## config.mk

```make
export PLATFORM = sky130hd
export DESIGN_NAME = mkra_cell
export DESIGN_NICKNAME = d
export VERILOG_FILES = /design/src/design/mkra_pkg.sv /design/src/design/mkra_cell.sv
export SDC_FILE = /design/constraint.sdc
export NUM_CORES = 1
export LEC_CHECK = 0
export BUFFER_PORTS_ARGS = -buffer_cell sky130_fd_sc_hd__buf_2
export CAP_MARGIN = 15
export CORE_AREA = 3 3 287 289
export DETAILED_ROUTE_END_ITERATION = 10
export DIE_AREA = 0 0 290 292
export PLACE_DENSITY = 0.33
export SYNTH_ARGS = -nofsm -noshare
export SYNTH_HDL_FRONTEND = slang
export SYNTH_SLANG_ARGS = --single-unit
```

## constraint.sdc

```tcl
create_clock -name clk_i -period 3.24 [get_ports clk_i]
set_input_delay 0.648 -clock clk_i [delete_from_list [all_inputs] [get_ports clk_i]]
set_output_delay 0.648 -clock clk_i [all_outputs]
set_load 0.05 [all_outputs]
```

## src/design/mkra_pkg.sv

```systemverilog
package mkra_pkg;

  localparam int MaxRecords = 64;
  localparam int StoreMax   = 64;
  localparam int IndexW     = 6;
  localparam int IdW        = 32;
  localparam int ExpW       = 11;
  localparam int MantW      = 31;
  localparam int KeyW       = 1 + 3 * IdW + ExpW + MantW + IndexW;
  localparam int InDataW    = 144;
  localparam int OutDataW   = 8;
  localparam int PaddrW     = 3;
  localparam int ApbDataW   = 32;

  localparam logic [1:0] ModeTaxon   = 2'd0;
  localparam logic [1:0] ModeSubject = 2'd1;
  localparam logic [1:0] ModeEvalue  = 2'd2;

  localparam logic RegSortMode = 1'b0;

  typedef enum logic [1:0] {
    ST_LOAD,
    ST_SORT,
    ST_EMIT
  } state_e;

  typedef struct packed {
    logic                    valid;
    logic [IdW-1:0]          query;
    logic [IdW-1:0]          subject;
    logic [IdW-1:0]          taxon;
    logic signed [ExpW-1:0]  exponent;
    logic [MantW-1:0]        mantissa;
    logic [IndexW-1:0]       index;
  } record_t;

  typedef struct packed {
    logic load;
    logic take_left;
    logic take_right;
  } cell_ctrl_t;

  // Builds an unsigned key so that one magnitude compare gives the record order.
  // Empty cells carry a set top bit and sort behind every stored record.
  function automatic logic [KeyW-1:0] sort_key(record_t r, logic [1:0] mode);
    logic [IdW-1:0]  second;
    logic [ExpW-1:0] expo;
    logic [MantW-1:0] mant;
    second = '0;
    expo   = '0;
    mant   = '0;
    case (mode)
      ModeSubject: begin
      end
      ModeEvalue: begin
        expo = {~r.exponent[ExpW-1], r.exponent[ExpW-2:0]};
        mant = r.mantissa;
      end
      default: begin
        second = r.taxon;
        expo   = {~r.exponent[ExpW-1], r.exponent[ExpW-2:0]};
        mant   = r.mantissa;
      end
    endcase
    return {~r.valid, r.query, second, expo, mant, r.subject, r.index};
  endfunction

endpackage

```

## src/design/mkra_cell.sv

```systemverilog
module mkra_cell (
  input  logic                          clk_i,
  input  logic                          rst_ni,
  input  mkra_pkg::cell_ctrl_t          ctrl_i,
  input  logic [1:0]                    mode_i,
  input  mkra_pkg::record_t             new_i,
  input  mkra_pkg::record_t             left_i,
  input  mkra_pkg::record_t             right_i,
  output mkra_pkg::record_t             rec_o,
  output logic [mkra_pkg::KeyW-1:0]     key_o
);

  mkra_pkg::record_t rec_q, rec_d;

  always_comb begin
    rec_d = rec_q;
    if (ctrl_i.load) begin
      rec_d = new_i;
    end else if (ctrl_i.take_right) begin
      rec_d = right_i;
    end else if (ctrl_i.take_left) begin
      rec_d = left_i;
    end
  end

  always_ff @(posedge clk_i or negedge rst_ni) begin
    if (!rst_ni) begin
      rec_q <= '0;
    end else begin
      rec_q <= rec_d;
    end
  end

  assign rec_o = rec_q;
  assign key_o = mkra_pkg::sort_key(rec_q, mode_i);

endmodule

```

* Word level (Yosys, flattened, before mapping) *
Cells that the tools add are included.

word-level totals
  output and inout bits = 290
  input bits = 442
  bits in registers = 145

operators by class
  mux-type cells = 6
  equality and inequality tests = 2
  reduce and logical (&&, ||, !) cells = 2
  bitwise operators = 2

operators with widths
  kind                  count
  $mux W145             3
  $mux W32              1
  $mux W31              1
  $mux W11              1
  $reduce_bool A3 Y1    1
  $eq A2 B1 Y1 const B  1
  $eq A2 B2 Y1 const B  1
  $not A1 Y1            2
  $reduce_or A2 Y1      1

* Depth between registers and ports, before layout *
  depth in word-level cells = 3
  mapped depth = 7

* Worst setup path after synthesis *
OpenSTA, ideal clock, no wires.

  path type = input port to output port
  start = in mode_i[1]
  end = out key_o[70] (netlist name)
  stages on the path = 4
  path slack = 780 ps
  buffers on the path = 1
  required time = 2592 ps
  arrival time = 1812 ps
  cell sequence = inv_1 > ha_1 > clkbuf_1 > nor2b_1

on the way
  longest elaborated chain between the ends = 2

ends and longest elaborated chain
  what                RTL line         RTL
  start: declaration  mkra_cell.sv:5   input logic [1:0] mode_i,
  $eq A2 B1 Y1        mkra_pkg.sv:52   case (mode)
  $mux W11            --
  end: declaration    mkra_cell.sv:10  output logic [mkra_pkg::KeyW-1:0] key_o

Every way passes these cells.

* Final worst setup path *
  start = in mode_i[1]
  end = out key_o[58] (netlist name)

on the way
  longest elaborated chain between the ends = 2

ends and longest elaborated chain
  what          RTL line
  $eq A2 B1 Y1  mkra_pkg.sv:52
  $mux W31      mkra_pkg.sv:52

Every way passes these cells.

==> impl_metrics.py <==
metrics = {
    "clock_network": {
        "numCtsBuffers": 17,
        "h-tree-depth": 4,
        "cts_hold_buf": 0,
        "clkTransAtPathRegs_ns": 0.08,
        "cts_tree": "built",
        "post_cts_resized": 0,
        "insertion_delay_ns": 0.46,
        "cts_sinks": 145,
        "cts_root_buf": "clkbuf_16",
        "cts_max_path_buffers": 2,
        "cts_setup_buffers": 0,
    },
    "setup_path": {
        "required_ns": 2.59,
        "path_cells": "buf_2 -> inv_1 -> ha_2 -> nor2b_1 -> buf_2",
        "cp_slowest_cell": "ha_2",
        "path_common_cell": "buf_2",
        "worstSetupPathType": "input pin to output pin",
        "crit_arrival_ns": 2.05,
        "r2r_start": "rec_o[11]",
        "worstRegToRegCells": 2,
        "cp.depth": 5,
        "path_delay_family": "adder cells",
        "worstSetupEndpointType": "output pin",
        "cp_num_buf_inv": 3,
        "startpoint": "mode_i[1]",
        "path_max_fanout": 42,
        "slowest_delay_ns": 0.82,
        "startpoint_type": "input pin",
    },
    "place": {
        "hpwl_mm": 38.4,
        "globalplace.congestion": 0.796,
        "dp.cells": 2622,
        "pre_cts_slack_ns": 0.498,
        "port_buffers": 731,
    },
    "logic_synthesis": {
        "yosysWarnings": 0,
        "netlist_instances": 976,
        "synth_seq_area_share": 0.392,
        "synthDistinctLibCells": 17,
        "ys_ff_latch": 145,
        "syn-num-nets": 1419,
        "avgSynthCellArea_um2": 9.47,
        "synth.cell_area_um2": 9250,
    },
    "cells_and_area": {
        "syn2layout_area_growth_pct": 53.1,
        "final_nets": 2024,
        "drive_gt1_frac": 0.528,
        "final_cell_count_no_fill": 2656,
        "fill_cells": 9203,
    },
    "power": {
        "leakage_uw": 0.00712,
        "internal_power_uw": 4020,
        "p_per_area_nw_per_um2": 498,
        "clock_power_share": 0.324,
        "p_sw_uw": 3020,
        "pwr-share-comb": 0.367,
        "power.share.switching": 0.429,
        "peakVddDrop_uv": 378,
        "seqPwrFrac": 0.309,
    },
    "global_routing": {
        "grt.total_usage": 0.110,
        "grt_max_degree": 120,
        "use_met2": 0.196,
        "gr-max-usage-layer": "met2",
        "grt_overflow": 0,
        "grt_pass1_vias": 10449,
        "grt_pass1_wl_mm": 70.2,
        "antenna_found_initial": 10,
        "grt_util_met3": 0.0366,
        "grt.met1_usage": 0.125,
    },
    "flow_run": {
        "cap_violations": 0,
    },
    "routing": {
        "routed_wl_mm": 48.4,
        "drc": 0,
        "ant_nets": 0,
        "via_per_inst": 3.76,
        "first_iter_violations": 272,
        "drt_pass1_iterations": 5,
        "num_vias": 9988,
        "route.detailed.wl_per_inst_um": 18.2,
    },
    "sta": {
        "final.min_clock_period_ns": 2.70,
        "period_share": 0.833,
        "setup_ws_ns": 0.540,
        "max_freq_ghz": 0.370,
        "tightestPinTransition_ns": 1.04,
        "rsz0062_at_grt": "no",
        "setup_violations": 0,
        "max-slew-margin-rel": 0.305,
        "slew_violations": 0,
        "fin_tns_setup_ns": 0,
        "final_hold_viol_count": 0,
        "fin_worst_skew_ns": 0,
    },
    "floorplanning": {
        "die_h_um": 292,
        "fp.dieArea_um2": 84700,
        "die_x_um": 290,
        "std_cell_rows": 104,
        "io-pin-count": 732,
        "initial_core_util": 0.115,
        "core_area_um2": 80200,
    },
    "worst_hold_path": {
        "hp-class": "input pin to asynchronous set/reset pin",
    },
    "outcome": {
        "outcome": "finished, final reports clean",
    },
}
through the flow:
step | total power (µW) | area, µm² | utilization | hold slack (ns)
after floorplan | 4040 | 9250 | - | 0.352
after global placement | 4840 | 13500 | 0.169 | 0.510
after detailed placement | 4830 | 13500 | 0.169 | 0.519
after CTS | 7230 | 14200 | 0.177 | 0.0871
after global routing | 7410 | 14200 | 0.177 | 0.116
final | 7040 | 14200 | 0.177 | 0.131
synthesized netlist by cell type:
library cell | instances | area share
buf_4 | 76 | 0.062
dfrtp_1 | 145 | 0.39
a22oi_2 | 50 | 0.068
ha_1 | 1 | 0.0014
nor3_2 | 1 | 0.0011
and2_1 | 32 | 0.022
nor2b_1 | 41 | 0.028
clkbuf_1 | 39 | 0.016
o21ai_1 | 145 | 0.078
nor2_1 | 1 | 0.00041
buf_1 | 1 | 0.00041
and3b_1 | 145 | 0.14
buf_2 | 51 | 0.028
a22oi_1 | 95 | 0.077
a21oi_1 | 145 | 0.078
inv_1 | 2 | 0.00081
buf_8 | 6 | 0.0097
layout make-up:
class,count,area (µm²),share of cell area
Clock buffer,19,443,0.0313
Tap cell,1060,1330,0.0937
Antenna cell,2,5.00,0.000354
Timing Repair Buffer,759,4000,0.282
Multi-Input combinational cell,656,4550,0.322
Sequential cell,145,3630,0.256
Clock inverter,13,198,0.0140
Inverter,2,7.51,0.000530
cells by family (layout without fill, tap and decap cells):
kind of cell | Yosys count | count (layout) | synth area share
other | 0 | 2 | 0
adders and majority gates | 1 | 1 | 0.00135
and+or+nand+nor | 220 | 220 | 0.188
buffers and inverters | 175 | 793 | 0.116
DFF | 145 | 145 | 0.392
AOI/OAI and AO/OA | 435 | 435 | 0.302
per-layer routing:
metal | up-vias | wire (µm) | share of wire
li1 | 4729 | - | -
met1 | 4742 | 19200 | 0.40
met2 | 468 | 24700 | 0.51
met3 | 43 | 3640 | 0.075
met4 | 6 | 800 | 0.017
met5 | - | 41 | 0.00085
sequential cells by signal, indices dropped and copies added (netlist names):
signal and count:
rec_o 75, key_o 70
placed cells by master, fill, tap and decap left out, types with 2 or more instances in the layout:
| cell | n |
|---|---|
| bufinv_16 | 4 |
| inv_8 | 2 |
| buf_12 | 8 |
| clkbuf_16 | 17 |
| clkinvlp_4 | 2 |
| and3b_1 | 145 |
| o21ai_1 | 145 |
| clkbuf_8 | 2 |
| buf_2 | 727 |
| inv_1 | 2 |
| inv_6 | 3 |
| diode_2 | 2 |
| nor2b_1 | 41 |
| dfrtp_1 | 145 |
| a22oi_1 | 95 |
| buf_4 | 21 |
| a21oi_1 | 145 |
| a22oi_2 | 50 |
| and2_1 | 32 |
power groups by stage:
stage / combinational, µW / sequential [µW] / clock, µW
floorplan: 1280 / 2760 / 0
global placement: 2630 / 2210 / 0
detailed placement: 2620 / 2210 / 0
CTS: 2620 / 2180 / 2430
global route: 2740 / 2200 / 2480
finish: 2590 / 2180 / 2280
path summary, 6_finish.rpt:
| check | slack, ns | end |
|---|---|---|
| worst max-delay path | 0.54 | key_o[58] |
| worst min-delay path | 0.13 | rec_o[28] |
| worst max register to register | 2.36 | rec_o[11] |
| worst min register to register | 0.53 | key_o[28] |
| max in group asynchronous | 2.32 | key_o[122] |
| min in group clk_i | 0.42 | rec_o[40] |
No activity file was read; power rests on OpenSTA's default activity.
